$ cat src/hw/rtl/lbs_pkg.sv
package lbs_pkg;

    // Scanner geometry
    localparam int unsigned LED_COUNT = 8;
    localparam int unsigned LED_IDX_W = (LED_COUNT > 1) ? $clog2(LED_COUNT) : 1;

    typedef logic [LED_IDX_W-1:0] t_led_idx;

    localparam t_led_idx LED_LAST = t_led_idx'(LED_COUNT - 1);

    // Levels and limits
    localparam logic [7:0] HEAD_LEVEL = 8'd100;
    localparam logic [7:0] LIT_LEVEL  = 8'd255;
    localparam logic [7:0] SPEED_MAX  = 8'd254;

    // Reset values
    localparam logic [15:0] RST_UP_CODE   = 16'd63750;
    localparam logic [15:0] RST_DOWN_CODE = 16'd47940;
    localparam logic [7:0]  RST_CEILING   = 8'd250;
    localparam logic [7:0]  RST_FLOOR     = 8'd50;
    localparam logic [3:0]  RST_STEP      = 4'd4;
    localparam logic [7:0]  RST_SPEED     = 8'd200;

    // Input commands
    localparam logic [1:0] CMD_TICK   = 2'd0;
    localparam logic [1:0] CMD_FRAME  = 2'd1;
    localparam logic [1:0] CMD_REPEAT = 2'd2;

    // Config register indexes
    localparam int unsigned CFG_IDX_W = 3;
    localparam logic [CFG_IDX_W-1:0] CFG_UP_CODE   = 3'd0;
    localparam logic [CFG_IDX_W-1:0] CFG_DOWN_CODE = 3'd1;
    localparam logic [CFG_IDX_W-1:0] CFG_CEILING   = 3'd2;
    localparam logic [CFG_IDX_W-1:0] CFG_FLOOR     = 3'd3;
    localparam logic [CFG_IDX_W-1:0] CFG_STEP      = 3'd4;

    // Result kinds
    localparam logic KIND_LED   = 1'b0;
    localparam logic KIND_SPEED = 1'b1;

    // Job queue between front and back
    localparam int unsigned QUEUE_DEPTH = 2;
    localparam int unsigned QPTR_W = (QUEUE_DEPTH > 1) ? $clog2(QUEUE_DEPTH) : 1;
    localparam int unsigned QCNT_W = $clog2(QUEUE_DEPTH + 1);

    typedef logic [QPTR_W-1:0] t_qptr;
    typedef logic [QCNT_W-1:0] t_qcnt;

    typedef struct packed {
        logic       kind;   // KIND_LED: scan step, KIND_SPEED: speed report
        logic [7:0] speed;  // speed at the time the job was issued
    } t_job;

endpackage

$ cat src/hw/rtl/led_bounce_scanner_with_trail.sv
// Bouncing LED scanner with a fading trail.
// Input channel (i_in_valid / o_in_stall): one word per event; i_command 0 is a
// tick, 1 a new remote frame carrying i_ir_code, 2 a remote repeat frame.
// Output channel (o_out_valid / i_out_stall): one word per result. A tick that
// expires the divider yields LED_COUNT LED words in index order, the final
// one flagged by o_last; a remote frame yields one speed word (o_kind = 1).
// Config channel (i_cfg_valid / o_cfg_ready, always ready): index 0 up code,
// 1 down code, 2 speed ceiling, 3 speed floor, 4 speed step; write only idle.
// With an idle block an accepted event is written into the job queue, loaded
// into the back's job register, and its first result word is then registered.
// Throughput: the front takes one event per cycle into a two-entry job queue
// while the queue is not full; the back fetches one job at a time, then
// spends one cycle per result word while the output is not stalled.
// Output stall freezes the output register; the back and then the queue
// back up, and o_in_stall rises when the queue is full.
// Reset (synchronous, active low): speed 200, divider 0, head at LED 0
// moving up, all LEDs dark, last code 0, config registers at defaults.
module led_bounce_scanner_with_trail import lbs_pkg::*; (
    input  logic                 i_clk,
    input  logic                 i_rst_n,
    // event input
    input  logic                 i_in_valid,
    output logic                 o_in_stall,
    input  logic [1:0]           i_command,
    input  logic [15:0]          i_ir_code,
    // config writes
    input  logic                 i_cfg_valid,
    output logic                 o_cfg_ready,
    input  logic [CFG_IDX_W-1:0] i_cfg_index,
    input  logic [15:0]          i_cfg_data,
    // result output
    output logic                 o_out_valid,
    input  logic                 i_out_stall,
    output logic                 o_kind,
    output logic [4:0]           o_led_index,
    output logic [7:0]           o_intensity,
    output logic [7:0]           o_speed_now,
    output logic                 o_last
);

    logic q_full;
    logic q_empty;
    logic push;
    logic pop;
    t_job push_job;
    t_job head_job;

    // Front: divider, speed control, config registers
    lbs_front u_front (
        .i_clk       (i_clk),
        .i_rst_n     (i_rst_n),
        .i_in_valid  (i_in_valid),
        .o_in_stall  (o_in_stall),
        .i_command   (i_command),
        .i_ir_code   (i_ir_code),
        .i_cfg_valid (i_cfg_valid),
        .o_cfg_ready (o_cfg_ready),
        .i_cfg_index (i_cfg_index),
        .i_cfg_data  (i_cfg_data),
        .i_q_full    (q_full),
        .o_push      (push),
        .o_job       (push_job)
    );

    // Job queue decoupling front from back
    lbs_queue u_queue (
        .i_clk   (i_clk),
        .i_rst_n (i_rst_n),
        .i_push  (push),
        .i_job   (push_job),
        .o_full  (q_full),
        .i_pop   (pop),
        .o_empty (q_empty),
        .o_job   (head_job)
    );

    // Back: LED trail, head walk, result serializer
    lbs_back u_back (
        .i_clk       (i_clk),
        .i_rst_n     (i_rst_n),
        .i_q_empty   (q_empty),
        .i_job       (head_job),
        .o_pop       (pop),
        .o_out_valid (o_out_valid),
        .i_out_stall (i_out_stall),
        .o_kind      (o_kind),
        .o_led_index (o_led_index),
        .o_intensity (o_intensity),
        .o_speed_now (o_speed_now),
        .o_last      (o_last)
    );

endmodule

$ cat src/hw/rtl/lbs_front.sv
module lbs_front import lbs_pkg::*; (
    input  logic                 i_clk,
    input  logic                 i_rst_n,
    input  logic                 i_in_valid,
    output logic                 o_in_stall,
    input  logic [1:0]           i_command,
    input  logic [15:0]          i_ir_code,
    input  logic                 i_cfg_valid,
    output logic                 o_cfg_ready,
    input  logic [CFG_IDX_W-1:0] i_cfg_index,
    input  logic [15:0]          i_cfg_data,
    input  logic                 i_q_full,
    output logic                 o_push,
    output t_job                 o_job
);

    logic [15:0] r_up_code,   n_up_code;
    logic [15:0] r_down_code, n_down_code;
    logic [7:0]  r_ceiling,   n_ceiling;
    logic [7:0]  r_floor,     n_floor;
    logic [3:0]  r_step,      n_step;
    logic [7:0]  r_speed,     n_speed;
    logic [7:0]  r_countdown, n_countdown;
    logic [15:0] r_last_code, n_last_code;

    logic        accept;
    logic [15:0] sel_code;
    logic [8:0]  sum;
    logic [7:0]  raised;
    logic [7:0]  lowered;
    logic [7:0]  applied;
    logic [7:0]  dec;

    assign o_cfg_ready = 1'b1;
    assign o_in_stall  = i_q_full;
    assign accept      = i_in_valid && !i_q_full;

    // Speed update for a remote code
    always_comb begin
        sel_code = (i_command == CMD_FRAME) ? i_ir_code : r_last_code;
        sum      = {1'b0, r_speed} + {5'b0, r_step};
        raised   = (sum > {1'b0, SPEED_MAX}) ? SPEED_MAX : sum[7:0];
        lowered  = (r_speed >= {4'b0, r_step}) ? (r_speed - {4'b0, r_step}) : 8'd0;
        priority if (sel_code == r_up_code) begin
            applied = (r_speed < r_ceiling) ? raised : r_speed;
        end else if (sel_code == r_down_code) begin
            applied = (r_speed > r_floor) ? lowered : r_speed;
        end else begin
            applied = r_speed;
        end
    end

    always_comb begin
        n_up_code   = r_up_code;
        n_down_code = r_down_code;
        n_ceiling   = r_ceiling;
        n_floor     = r_floor;
        n_step      = r_step;
        n_speed     = r_speed;
        n_countdown = r_countdown;
        n_last_code = r_last_code;
        o_push      = 1'b0;
        o_job.kind  = KIND_LED;
        o_job.speed = r_speed;
        dec         = r_countdown - 8'd1;

        if (i_cfg_valid) begin
            unique case (i_cfg_index)
                CFG_UP_CODE:   n_up_code   = i_cfg_data;
                CFG_DOWN_CODE: n_down_code = i_cfg_data;
                CFG_CEILING:   n_ceiling   = i_cfg_data[7:0];
                CFG_FLOOR:     n_floor     = i_cfg_data[7:0];
                CFG_STEP:      n_step      = i_cfg_data[3:0];
                default: ;
            endcase
        end

        if (accept) begin
            unique case (i_command)
                CMD_TICK: begin
                    if (dec != 8'd0) begin
                        n_countdown = dec;
                    end else begin
                        n_countdown = LIT_LEVEL - r_speed;
                        o_push      = 1'b1;
                    end
                end
                CMD_FRAME, CMD_REPEAT: begin
                    if (i_command == CMD_FRAME) begin
                        n_last_code = i_ir_code;
                    end
                    n_speed     = applied;
                    o_push      = 1'b1;
                    o_job.kind  = KIND_SPEED;
                    o_job.speed = applied;
                end
                default: ;
            endcase
        end
    end

    always_ff @(posedge i_clk) begin
        if (!i_rst_n) begin
            r_up_code   <= RST_UP_CODE;
            r_down_code <= RST_DOWN_CODE;
            r_ceiling   <= RST_CEILING;
            r_floor     <= RST_FLOOR;
            r_step      <= RST_STEP;
            r_speed     <= RST_SPEED;
            r_countdown <= 8'd0;
            r_last_code <= 16'd0;
        end else begin
            r_up_code   <= n_up_code;
            r_down_code <= n_down_code;
            r_ceiling   <= n_ceiling;
            r_floor     <= n_floor;
            r_step      <= n_step;
            r_speed     <= n_speed;
            r_countdown <= n_countdown;
            r_last_code <= n_last_code;
        end
    end

endmodule

$ cat src/hw/rtl/lbs_queue.sv
module lbs_queue import lbs_pkg::*; (
    input  logic i_clk,
    input  logic i_rst_n,
    input  logic i_push,
    input  t_job i_job,
    output logic o_full,
    input  logic i_pop,
    output logic o_empty,
    output t_job o_job
);

    t_job  r_mem [QUEUE_DEPTH];
    t_qptr r_wr_ptr, n_wr_ptr;
    t_qptr r_rd_ptr, n_rd_ptr;
    t_qcnt r_count,  n_count;

    logic do_push;
    logic do_pop;

    assign o_full  = (r_count == t_qcnt'(QUEUE_DEPTH));
    assign o_empty = (r_count == t_qcnt'(0));
    assign o_job   = r_mem[r_rd_ptr];
    assign do_push = i_push && !o_full;
    assign do_pop  = i_pop && !o_empty;

    always_comb begin
        n_wr_ptr = r_wr_ptr;
        n_rd_ptr = r_rd_ptr;
        n_count  = r_count;
        if (do_push) begin
            n_wr_ptr = (r_wr_ptr == t_qptr'(QUEUE_DEPTH - 1)) ? t_qptr'(0) : r_wr_ptr + t_qptr'(1);
        end
        if (do_pop) begin
            n_rd_ptr = (r_rd_ptr == t_qptr'(QUEUE_DEPTH - 1)) ? t_qptr'(0) : r_rd_ptr + t_qptr'(1);
        end
        unique case ({do_push, do_pop})
            2'b10:   n_count = r_count + t_qcnt'(1);
            2'b01:   n_count = r_count - t_qcnt'(1);
            default: n_count = r_count;
        endcase
    end

    always_ff @(posedge i_clk) begin
        if (do_push) begin
            r_mem[r_wr_ptr] <= i_job;
        end
    end

    always_ff @(posedge i_clk) begin
        if (!i_rst_n) begin
            r_wr_ptr <= '0;
            r_rd_ptr <= '0;
            r_count  <= '0;
        end else begin
            r_wr_ptr <= n_wr_ptr;
            r_rd_ptr <= n_rd_ptr;
            r_count  <= n_count;
        end
    end

endmodule

$ cat src/hw/rtl/lbs_back.sv
module lbs_back import lbs_pkg::*; (
    input  logic       i_clk,
    input  logic       i_rst_n,
    input  logic       i_q_empty,
    input  t_job       i_job,
    output logic       o_pop,
    output logic       o_out_valid,
    input  logic       i_out_stall,
    output logic       o_kind,
    output logic [4:0] o_led_index,
    output logic [7:0] o_intensity,
    output logic [7:0] o_speed_now,
    output logic       o_last
);

    logic [7:0] r_led [LED_COUNT];
    t_led_idx   r_head, n_head;
    logic       r_down, n_down;
    logic       r_busy, n_busy;
    t_led_idx   r_idx,  n_idx;
    t_job       r_job;

    logic       r_o_valid;
    logic       r_o_kind;
    t_led_idx   r_o_idx;
    logic [7:0] r_o_int;
    logic [7:0] r_o_speed;
    logic       r_o_last;

    logic       out_free;
    logic       emit;
    logic       emit_last;
    logic [7:0] cur_level;
    logic [7:0] new_level;
    t_led_idx   step_head;

    assign out_free  = !r_o_valid || !i_out_stall;
    assign emit      = r_busy && out_free;
    assign o_pop     = !r_busy && !i_q_empty;
    assign emit_last = (r_job.kind == KIND_SPEED) || (r_idx == LED_LAST);
    assign cur_level = r_led[r_idx];

    // Head slot takes the head level; the old head lights fully; others fade.
    always_comb begin
        if (r_idx == r_head) begin
            new_level = HEAD_LEVEL;
        end else if (cur_level == HEAD_LEVEL) begin
            new_level = LIT_LEVEL;
        end else begin
            new_level = cur_level >> 1;
        end
    end

    // Head walk with bounce at both ends
    always_comb begin
        if (r_down) begin
            step_head = (r_head == t_led_idx'(0)) ? t_led_idx'(0) : r_head - t_led_idx'(1);
        end else begin
            step_head = (r_head == LED_LAST) ? LED_LAST : r_head + t_led_idx'(1);
        end
    end

    always_comb begin
        n_busy = r_busy;
        n_idx  = r_idx;
        n_head = r_head;
        n_down = r_down;
        if (o_pop) begin
            n_busy = 1'b1;
            n_idx  = t_led_idx'(0);
        end else if (emit) begin
            n_idx = r_idx + t_led_idx'(1);
            if (emit_last) begin
                n_busy = 1'b0;
                if (r_job.kind == KIND_LED) begin
                    n_head = step_head;
                    if (step_head == LED_LAST || step_head == t_led_idx'(0)) begin
                        n_down = !r_down;
                    end
                end
            end
        end
    end

    always_ff @(posedge i_clk) begin
        if (!i_rst_n) begin
            for (int i = 0; i < LED_COUNT; i++) begin
                r_led[i] <= 8'd0;
            end
            r_head    <= '0;
            r_down    <= 1'b0;
            r_busy    <= 1'b0;
            r_idx     <= '0;
            r_o_valid <= 1'b0;
        end else begin
            if (emit && r_job.kind == KIND_LED) begin
                r_led[r_idx] <= new_level;
            end
            r_head <= n_head;
            r_down <= n_down;
            r_busy <= n_busy;
            r_idx  <= n_idx;
            if (out_free) begin
                r_o_valid <= emit;
            end
        end
    end

    // Payload
    always_ff @(posedge i_clk) begin
        if (o_pop) begin
            r_job <= i_job;
        end
        if (emit) begin
            r_o_kind  <= r_job.kind;
            r_o_speed <= r_job.speed;
            r_o_last  <= emit_last;
            if (r_job.kind == KIND_LED) begin
                r_o_idx <= r_idx;
                r_o_int <= new_level;
            end else begin
                r_o_idx <= '0;
                r_o_int <= 8'd0;
            end
        end
    end

    assign o_out_valid = r_o_valid;
    assign o_kind      = r_o_kind;
    assign o_led_index = 5'(r_o_idx);
    assign o_intensity = r_o_int;
    assign o_speed_now = r_o_speed;
    assign o_last      = r_o_last;

endmodule
$ cat config.mk
export PLATFORM = sky130hd
export DESIGN_NAME = led_bounce_scanner_with_trail
export DESIGN_NICKNAME = d
export VERILOG_FILES = /design/src/hw/rtl/lbs_pkg.sv /design/src/hw/rtl/led_bounce_scanner_with_trail.sv /design/src/hw/rtl/lbs_front.sv /design/src/hw/rtl/lbs_queue.sv /design/src/hw/rtl/lbs_back.sv
export SDC_FILE = /design/constraint.sdc
export NUM_CORES = 1
export LEC_CHECK = 0
export ABC_CLOCK_PERIOD_IN_PS = 4000
export BUFFER_PORTS_ARGS = -buffer_cell sky130_fd_sc_hd__buf_4
export CORE_ASPECT_RATIO = 0.75
export CORE_UTILIZATION = 56
export DETAILED_ROUTE_END_ITERATION = 12
export PLACE_DENSITY = 0.74
export SLEW_MARGIN = 30
export SYNTH_ARGS = -nofsm -noshare
export SYNTH_HDL_FRONTEND = slang
export SYNTH_HIERARCHICAL = 1
export SYNTH_SLANG_ARGS = --single-unit
$ cat constraint.sdc
create_clock -name i_clk -period 4 [get_ports i_clk]
set_input_delay 0.4 -clock i_clk [delete_from_list [all_inputs] [get_ports i_clk]]
set_output_delay 0.4 -clock i_clk [all_outputs]
set_load 0.01 [all_outputs]
==> results.py, run 1 <==
metrics = {
    "run_status": {
        "status": "finished clean",
    },
    "cts": {
        "cts-hold-fix-buffers": 0,
        "clk_pin_slew_worst_paths_ns": 0.06,
        "cts_tree": "built",
        "post_cts_buffers": 0,
        "numCtsBuffers": 22,
        "cts_htree_levels": 1,
        "insertion_delay_ns": 0.51,
        "ctsResizeCount": 0,
        "cts_buffer_depth": 3,
        "cts_root_buffer": "clkbuf_16",
        "clock-sinks": 213,
    },
    "setup_path": {
        "ff2ff_setup_slack_ns": 0.71,
        "crit_cells": 12,
        "critPathArrivalTime_ns": 3.46,
        "cp_max_fo": 10,
        "crit_path_top_delay_cell": "or3b_1",
        "slowest_delay_ns": 0.41,
        "crit_buf_inv": 3,
        "criticalPathCategory": "flop to flop",
        "rr_startpoint": "u_front/r_countdown[0]",
        "crit_required_ns": 4.17,
        "path_cells": "inv_1 -> ha_1 -> or3b_1 -> o31ai_1 -> nand4_1 -> nand2b_1 -> nor2_1 -> nor2_1 -> nor2_1 -> inv_1 -> or3_1 -> inv_1",
        "rr_endpoint": "u_queue/r_mem[0][5]",
        "crit_path_start_kind": "flop",
        "end_kind": "flop",
        "r2r_cells": 12,
        "crit_family": "simple AND/OR/NAND/NOR gates",
    },
    "logic_synthesis": {
        "synthArstFlopShare": 0,
        "syn_area_sq_mm": 0.0106,
        "synth-seq-cells": 213,
        "synth_cell_types": 85,
        "ys_warn_count": 6,
        "synthFlopType": "edfxtp_1",
        "synth.top_cell.area_share": 0.317,
        "syn-instance-count": 1005,
        "post-synth-top-area-cell": "edfxtp_1",
        "avgSynthCellArea_sq_um": 10.5,
        "seq_area_frac_synth": 0.508,
        "synth_area_leaders": "edfxtp_1, dfxtp_1, nand2_1",
        "synth_edf_count": 112,
    },
    "floorplan": {
        "initial_core_util": 0.573,
        "die_y_um": 121,
        "io_pins": 68,
        "row_count": 43,
        "core_sq_mm": 0.0185,
        "die_area_sq_mm": 0.0195,
        "die_x_um": 161,
    },
    "sta": {
        "setup-violations-final": 0,
        "rsz0062_at_grt": "no",
        "slew_violations": 0,
        "final-hold-violation-count": 0,
        "period_needed_ns": 3.29,
        "period_share": 0.822,
        "finClkSkew_ns": 0.00787,
        "hold_slack_ns": 0.108,
        "setup-tns-final_ns": 0,
        "fmax_ghz": 0.304,
        "worst_pin_slew_ns": 0.786,
        "slew_headroom": 0.474,
    },
    "pwr": {
        "switching_share": 0.250,
        "pwr-share-seq": 0.491,
        "ir_drop_uv": 286,
        "p_comb_frac": 0.117,
        "leakage_nw": 4.47,
        "p_total_mw": 5.09,
        "pwr-share-clk": 0.392,
        "internal-power_mw": 3.81,
        "power.density_mw_per_mm2": 430,
        "p_switching_mw": 1.27,
    },
    "job": {
        "maxCapViolations": 0,
    },
    "routing": {
        "dr.pass1.iters": 5,
        "vias_per_cell": 5.80,
        "antenna_left": 0,
        "drt_iter0_drc": 723,
        "finalWirelength_um": 23600,
        "wl_per_cell_um": 18.1,
        "via_count": 7571,
        "post-route-drc-count": 0,
    },
    "worst_hold_path": {
        "min_path_type": "input pin to flop",
        "hold_path_startpoint": "i_cfg_data[9]",
        "hold_end": "u_front/r_down_code[9]",
        "whs_path_depth": 3,
    },
    "global_route": {
        "grt_max_degree": 61,
        "grt-ovfl-total": 0,
        "grt_first_pass_wirelength_um": 37600,
        "antenna_found_initial": 0,
        "grt_pass1_vias": 7014,
        "grt_use_total": 0.245,
    },
    "placed_design": {
        "dp_hpwl_um": 16200,
        "port_buffers": 64,
        "gp_congestion": 0.912,
    },
    "final_layout": {
        "antenna_cells": 0,
        "final_cell_mix": "nand2_1, edfxtp_1, dfxtp_1",
        "synthToLayoutAreaGrowth_pct": 11.7,
        "drive_gt1_frac": 0.147,
        "final_common_cell": "nand2_1",
        "layout.nets": 1122,
    },
}
layout make-up:
cell class,instances,area [sq um]
well taps,247,309
clock buffers,25,562
clock inverters,15,139
inverters,40,150
repair buffers,71,546
fillers,1491,6670
flip-flops and latches,213,5390
multi-input cells,695,4750
sequential cells by signal, indices dropped and copies added, names as in the netlist, 2 cells and up, named ones only:
register and count:
u_queue/r_count 2, u_back/o_speed_now 8, u_back/r_idx 3, u_front/r_last_code 16, u_back/r_job 9, u_queue/r_mem 18, u_front/r_step 4, u_back/r_led 64
u_front/r_ceiling 8, u_back/r_o_idx 3, u_back/o_intensity 8, u_front/r_speed 8, u_front/r_floor 8, u_front/r_up_code 16, u_front/r_down_code 16, u_front/r_countdown 8
u_back/r_head 3
cell usage after synthesis, types with 7 or more instances:
cell and count:
inv_1 37, o21a_1 8, mux2i_1 19, clkbuf_1 42
nor2b_1 16, o21ai_0 11, nand2_1 154, nor4_1 8
a21oi_1 70, xnor2_1 42, ha_1 35, o21ai_1 12
dfxtp_1 101, o211ai_1 12, nand3_1 33, mux2_2 11
mux4_1 15, edfxtp_1 112, or3_1 12, nand2b_1 13
nand4_1 7, nor2_1 90, a211oi_1 7
metrics by stage:
step           utilization  cell area (sq um)  cells  setup WS (ns)
4_1_cts              0.640              11800   1306          0.705
3_3_place_gp         0.602              11100   1266          0.637
3_5_place_dp         0.602              11100   1266          0.548
6_report             0.640              11800   1306          0.711
5_1_grt              0.640              11800   1306          0.422
2_1_floorplan            -              10600   1006           1.08
logic make-up (layout without fill, tap and decap cells):
logic type	count (synthesis)	in the layout	synth area share
compound gates	162	162	0.0967
simple gates	388	388	0.178
mux	58	58	0.0887
fa+ha+maj	37	37	0.0451
xor+xnor	47	47	0.0388
buf+inv	98	151	0.0445
other cells	2	3	0.000708
flops	213	213	0.508
power groups by stage:
stage	logic, mW	registers [mW]	clock network, mW
6_report	0.595	2.50	1.99
5_1_grt	0.649	2.51	2.10
4_1_cts	0.594	2.50	2.02
3_5_place_dp	0.589	2.54	0
3_3_place_gp	0.581	2.54	0
2_1_floorplan	0.425	2.52	0
how the worst max path moves through the flow:
stage / to / from
after global placement: u_queue/r_mem[0][4] / i_command[1]
after CTS: u_queue/r_mem[0][5] / u_front/r_countdown[0]
after floorplan: u_queue/r_count[1] / u_front/r_countdown[0]
after global routing: u_queue/r_mem[0][5] / u_front/r_countdown[0]
after detailed placement: u_queue/r_mem[1][4] / i_command[1]
final: u_queue/r_mem[0][5] / u_front/r_countdown[0]
tightest hold or removal path: cells and delay by family:
family / cells / cell delay [ns]
buffers and inverters: 1 / 0.08
and+or+nand+nor: 2 / 0.10
layer usage:
metal	routed length [um]	track usage	up-vias
met5	0	0	-
met4	358	0.0489	0
met3	1670	0.0390	34
met2	10800	0.396	300
met1	10800	0.349	3600
li1	-	-	3637
Power figures use the tool's default switching activity.
==> inputs of run 2 (changes only) <==
--- a/config.mk
+++ b/config.mk
@@ -5,7 +5,7 @@
 export SDC_FILE = /design/constraint.sdc
 export NUM_CORES = 1
 export LEC_CHECK = 0
-export ABC_CLOCK_PERIOD_IN_PS = 4000
+export ABC_CLOCK_PERIOD_IN_PS = 3300
 export BUFFER_PORTS_ARGS = -buffer_cell sky130_fd_sc_hd__buf_4
 export CORE_ASPECT_RATIO = 0.75
 export CORE_UTILIZATION = 56
==> constraint.sdc (replaced) <==
create_clock -name i_clk -period 3.3 [get_ports i_clk]
set_input_delay 0.33 -clock i_clk [delete_from_list [all_inputs] [get_ports i_clk]]
set_output_delay 0.33 -clock i_clk [all_outputs]
set_load 0.01 [all_outputs]
==> results.py, run 2 (synthesis results as in run 1) <==
metrics = {
    "run_status": {
        "status": "finished clean",
    },
    "sta": {
        "setup-violations-final": 0,
        "final-hold-violation-count": 0,
        "period_share": 0.919,
        "setup-tns-final_ns": 0,
        "finClkSkew_ns": 0.0119,
        "slew_headroom": 0.447,
        "hold_slack_ns": 0.0397,
        "fmax_ghz": 0.330,
        "worst_pin_slew_ns": 0.827,
        "slew_violations": 0,
        "period_needed_ns": 3.03,
        "rsz0062_at_grt": "no",
    },
    "worst_hold_path": {
        "hold_end": "u_front/r_down_code[9]",
        "whs_path_depth": 3,
        "min_path_type": "input pin to flop",
        "hold_path_startpoint": "i_cfg_data[9]",
    },
    "routing": {
        "m1WireLength_um": 10800,
        "antenna_left": 0,
        "wl_met3_um": 1650,
        "post-route-drc-count": 0,
        "drt_iter0_drc": 680,
        "finalWirelength_um": 23700,
        "vias_per_cell": 5.79,
        "via_count": 7633,
        "dr.pass1.iters": 5,
        "wl_per_cell_um": 18.0,
        "wl_met2_um": 10800,
        "highest_layer": "met4",
    },
    "placed_design": {
        "gp_congestion": 0.934,
        "dp_hpwl_um": 16500,
        "port_buffers": 64,
        "post_dp_cell_area_sq_mm": 0.0112,
    },
    "final_layout": {
        "fin_area_sq_mm": 0.0119,
        "drive_gt1_frac": 0.156,
        "synthToLayoutAreaGrowth_pct": 12.1,
        "final_common_cell": "nand2_1",
        "fill_cells": 1471,
        "top_regs": "u_back/r_led (64), u_queue/r_mem (18)",
        "top_register": "u_back/r_led",
        "antenna_cells": 0,
        "final_cell_mix": "nand2_1, edfxtp_1, dfxtp_1",
        "largest_register_ffs": 64,
        "layout.nets": 1135,
    },
    "setup_path": {
        "critPathArrivalTime_ns": 3.48,
        "rr_endpoint": "u_queue/r_count[1]",
        "path_cells": "inv_1 -> ha_1 -> or3b_1 -> o31ai_1 -> nand4_1 -> nand2b_1 -> nor2_1 -> nor2_1 -> nor2_1 -> nand2_1 -> ha_1 -> or3_1 -> a21boi_1",
        "path_common_cell": "nor2_1",
        "ff2ff_setup_slack_ns": 0.27,
        "rr_startpoint": "u_front/r_countdown[0]",
        "crit_required_ns": 3.74,
        "criticalPathCategory": "flop to flop",
        "crit_family": "simple AND/OR/NAND/NOR gates",
        "crit_path_top_delay_cell": "or3b_1",
        "cp_max_fo": 4,
        "r2r_cells": 13,
        "crit_path_start_kind": "flop",
        "crit_buf_inv": 1,
        "slowest_delay_ns": 0.43,
        "end_kind": "flop",
    },
    "cts": {
        "clock-sinks": 213,
        "numCtsBuffers": 22,
        "cts_root_buffer": "clkbuf_16",
        "cts_htree_levels": 1,
        "cts_buffer_depth": 3,
        "cts-hold-fix-buffers": 0,
        "clk_pin_slew_worst_paths_ns": 0.06,
        "cts_tree": "built",
        "insertion_delay_ns": 0.51,
    },
    "floorplan": {
        "initial_core_util": 0.573,
        "die_area_sq_mm": 0.0195,
        "io_pins": 68,
        "core_sq_mm": 0.0185,
        "die_x_um": 161,
        "row_count": 43,
        "die_y_um": 121,
    },
    "global_route": {
        "grt_first_pass_wirelength_um": 38200,
        "grt_use_total": 0.249,
        "grt_max_degree": 53,
        "grt_pass1_vias": 7196,
        "antenna_found_initial": 0,
        "grt-ovfl-total": 0,
    },
    "pwr": {
        "ir_drop_uv": 453,
        "leakage_nw": 4.50,
        "power.density_mw_per_mm2": 507,
    },
    "job": {
        "maxCapViolations": 0,
    },
}
run 2: changes by cell type in the layout (fill, tap and decap cells not counted), sizes merged:
cell,before,now
buf,71,84
inv,39,37
bufinv,2,0
clkinvlp,2,1
clkinv,12,13
clkbuf,25,28
run 2: how the worst max path moves through the flow:
stage                      startpoint             endpoint  slack [ns]  depth (start not counted)
3_5_place_dp             i_command[1]  u_queue/r_mem[0][3]         0.1                         12
4_1_cts        u_front/r_countdown[0]  u_queue/r_mem[0][0]        0.21                         12
2_1_floorplan  u_front/r_countdown[0]   u_queue/r_count[1]        0.38                         14
3_3_place_gp             i_command[1]  u_queue/r_mem[0][3]        0.14                         12
6_report       u_front/r_countdown[0]   u_queue/r_count[1]        0.27                         13
5_1_grt        u_front/r_countdown[0]   u_queue/r_count[1]        0.02                         13
run 2: metrics by stage:
step                power (mW)  utilization  setup slack, ns  cells
floorplan                 3.57            -            0.375   1006
global placement          3.79        0.607            0.135   1279
detailed placement        3.81        0.607           0.0971   1279
CTS                       6.06        0.642            0.210   1318
global route              6.24        0.642           0.0167   1318
finish                    6.03        0.642            0.267   1318
run 2: layout make-up:
class                      count  area (sq um)  share of cell area
clock buffer                  28           583              0.0490
clock inverter                11          63.8             0.00537
inverter                      40           154              0.0129
multi-input combinational    695          4750               0.400
sequential                   213          5390               0.453
tap                          247           309              0.0260
timing repair buffer          84           643              0.0541
run 2: metal layers:
layer,vias up,global-route usage
li1,3664,-
met1,3636,0.358
met2,294,0.398
met3,39,0.0342
met4,0,0.0631
met5,-,0
run 2: what timing repair did:
item / CTS / global route
gates resized for setup: 0 / 1
buffers inserted: 0 / 0
setup endpoints to repair: 0 / 9
run 2: worst register-to-register path, cell delays in order (launching register included):
cell      delay (ns)
dfxtp_1         0.32
inv_1           0.09
ha_1            0.22
or3b_1          0.43
o31ai_1         0.33
nand4_1         0.17
nand2b_1        0.20
nor2_1          0.10
nor2_1          0.04
nor2_1          0.16
nand2_1         0.08
ha_1            0.34
or3_1           0.35
a21boi_1        0.13
run 2: power by group:
part / internal [mW] / leakage, nW / switching, mW / total, mW
combinational: 0.313 / 2.28 / 0.429 / 0.742
sequential: 2.93 / 1.91 / 0.0829 / 3.02
clock: 1.25 / 0.319 / 1.02 / 2.27
total: 4.50 / 4.50 / 1.53 / 6.03
==> inputs of run 3 (changes only) <==
--- a/config.mk
+++ b/config.mk
@@ -5,12 +5,13 @@
 export SDC_FILE = /design/constraint.sdc
 export NUM_CORES = 1
 export LEC_CHECK = 0
-export ABC_CLOCK_PERIOD_IN_PS = 3300
+export ABC_CLOCK_PERIOD_IN_PS = 2490
 export BUFFER_PORTS_ARGS = -buffer_cell sky130_fd_sc_hd__buf_4
 export CORE_ASPECT_RATIO = 0.75
-export CORE_UTILIZATION = 56
+export CORE_UTILIZATION = 55
 export DETAILED_ROUTE_END_ITERATION = 12
-export PLACE_DENSITY = 0.74
+export PLACE_DENSITY = 0.76
+export SKIP_LAST_GASP = 1
 export SLEW_MARGIN = 30
 export SYNTH_ARGS = -nofsm -noshare
 export SYNTH_HDL_FRONTEND = slang
==> constraint.sdc (replaced) <==
create_clock -name i_clk -period 2.49 [get_ports i_clk]
set_input_delay 0.249 -clock i_clk [delete_from_list [all_inputs] [get_ports i_clk]]
set_output_delay 0.249 -clock i_clk [all_outputs]
set_load 0.01 [all_outputs]
==> results.py, run 3 (synthesis results as in run 1) <==
metrics = {
    "cts": {
        "cts_buffer_depth": 3,
        "numCtsBuffers": 22,
        "cts_tree": "built",
        "cts_htree_levels": 1,
        "clk_pin_slew_worst_paths_ns": 0.06,
        "insertion_delay_ns": 0.51,
        "clock-sinks": 213,
        "cts_root_buffer": "clkbuf_16",
    },
    "floorplan": {
        "die_area_sq_mm": 0.0198,
        "row_count": 43,
        "die_x_um": 162,
        "die_y_um": 122,
        "core_sq_mm": 0.0187,
        "initial_core_util": 0.568,
        "io_pins": 68,
    },
    "final_layout": {
        "synthToLayoutAreaGrowth_pct": 26.0,
        "fill_cells": 1300,
        "drive_gt1_frac": 0.296,
        "layout.nets": 1245,
        "fin_cells": 1429,
        "largest_register_ffs": 64,
        "final_cell_mix": "buf_4, nand2_1, edfxtp_1",
        "finish.utilization": 0.716,
        "top_regs": "u_back/r_led (64), u_queue/r_mem (18)",
        "final_common_cell": "buf_4",
        "antenna_cells": 0,
        "top_register": "u_back/r_led",
    },
    "routing": {
        "vias_per_cell": 5.76,
        "drt_iter0_drc": 649,
        "via_count": 8228,
        "antenna_left": 0,
        "post-route-drc-count": 0,
        "dr.pass1.iters": 5,
        "finalWirelength_um": 26600,
        "wl_per_cell_um": 18.6,
    },
    "worst_hold_path": {
        "hold_path_startpoint": "i_ir_code[6]",
        "hold_end": "u_front/r_last_code[6]",
        "whs_path_depth": 3,
        "min_path_type": "input pin to flop",
    },
    "sta": {
        "hold_slack_ns": 0.0136,
        "worst_pin_slew_ns": 0.778,
        "setup-tns-final_ns": -1.54,
        "finClkSkew_ns": 0.00912,
        "fmax_ghz": 0.364,
        "period_share": 1.10,
        "setup-violations-final": 13,
        "period_needed_ns": 2.75,
        "slew_violations": 0,
        "fin_ws_ns": -0.257,
        "slew_headroom": 0.480,
        "final-hold-violation-count": 0,
        "rsz0062_at_grt": "yes",
    },
    "pwr": {
        "p_switching_mw": 2.18,
        "pwr-share-clk": 0.383,
        "switching_share": 0.257,
        "p_comb_frac": 0.149,
        "internal-power_mw": 6.32,
        "power.density_mw_per_mm2": 637,
        "pwr-share-seq": 0.468,
        "ir_drop_uv": 575,
        "leakage_nw": 5.15,
    },
    "job": {
        "maxCapViolations": 0,
    },
    "setup_path": {
        "critPathArrivalTime_ns": 3.19,
        "criticalPathCategory": "flop to flop",
        "slowest_delay_ns": 0.49,
        "cp_max_fo": 3,
        "ff2ff_setup_slack_ns": -0.26,
        "rr_endpoint": "u_queue/r_count[1]",
        "crit_required_ns": 2.94,
        "path_cells": "inv_2 -> ha_4 -> or3b_4 -> or4_4 -> nand4_1 -> nand2b_4 -> nor2_2 -> nor2_1 -> nor2_2 -> nand2_1 -> ha_4 -> xnor2_2 -> or3_1 -> a21boi_1",
        "crit_path_start_kind": "flop",
        "crit_path_top_delay_cell": "or4_4",
        "r2r_cells": 14,
        "rr_startpoint": "u_front/r_countdown[1]",
        "end_kind": "flop",
        "startpoint": "u_front/r_countdown[1]",
    },
    "placed_design": {
        "gp_congestion": 0.897,
        "port_buffers": 64,
        "dp.cells": 1362,
        "post-place-ws_ns": -0.353,
        "dp_hpwl_um": 18400,
    },
    "run_status": {
        "violations": "setup timing",
        "status": "finished, violations left",
    },
    "global_route": {
        "grt_first_pass_wirelength_um": 41500,
        "antenna_found_initial": 0,
        "grt_max_degree": 39,
        "grt_use_total": 0.269,
        "grt_pass1_vias": 7928,
        "grt-ovfl-total": 0,
    },
}
run 3: layout make-up:
class / instances / area [sq um] / area share
Sequential cell: 213 / 5400 / 0.404
Tap cell: 247 / 309 / 0.0231
Clock inverter: 16 / 151 / 0.0113
Multi-Input combinational cell: 695 / 5220 / 0.391
Timing Repair inverter: 1 / 6.26 / 0.000468
Inverter: 40 / 163 / 0.0122
Timing Repair Buffer: 193 / 1550 / 0.116
Clock buffer: 24 / 558 / 0.0418
run 3: routing by layer:
layer  GRT usage  routed length, um  part of all wire  vias to the layer above
met5           0                  0                 0                        -
met4      0.0654                501             0.019                        0
met3      0.0372               1740             0.065                       35
met2       0.441              12400              0.46                      346
met1       0.378              12000              0.45                     3955
li1            -                  -                 -                     3892
run 3: worst max path at each step:
stage                                endpoint  cells past startpoint  slack [ns]
after floorplan            u_queue/r_count[1]                     15       -0.24
after global placement    u_queue/r_mem[0][4]                     12       -0.33
after detailed placement   u_front/r_speed[4]                     14       -0.35
after CTS                  u_queue/r_count[1]                     14       -0.25
after global routing       u_queue/r_count[1]                     14       -0.39
final                      u_queue/r_count[1]                     14       -0.26
run 3: worst max-delay path, delay by kind of cell, from the launching register on:
kind / cells / cell delay (ns)
simple gates: 9 / 1.82
xor+xnor: 1 / 0.06
buf+inv: 1 / 0.07
flops: 1 / 0.33
compound gates: 1 / 0.13
fa+ha+maj: 2 / 0.27
run 3: per-stage QoR:
stage                     area, sq um  total power, mW
after global placement          12000             5.19
after global routing            13400             8.78
final                           13400             8.51
after CTS                       13000             8.48
after floorplan                 10700             4.75
after detailed placement        12000             5.22
run 3: power groups by stage:
stage                     clock [mW]  sequential (mW)  combinational (mW)
after global placement             0             4.05                1.14
final                           3.26             3.98                1.27
after CTS                       3.29             3.98                1.21
after global routing            3.43             4.00                1.36
after detailed placement           0             4.05                1.17
after floorplan                    0             4.05               0.709
run 3: repair_timing:
item | in CTS | in global routing
hold buffers | 14 | 0
pin swaps | 10 | 31
cloned | 1 | 0
resized for setup | 27 | 63
endpoints found under the setup margin | 41 | 70
hold endpoints to repair | 21 | 0
setup buffers | 7 | 6
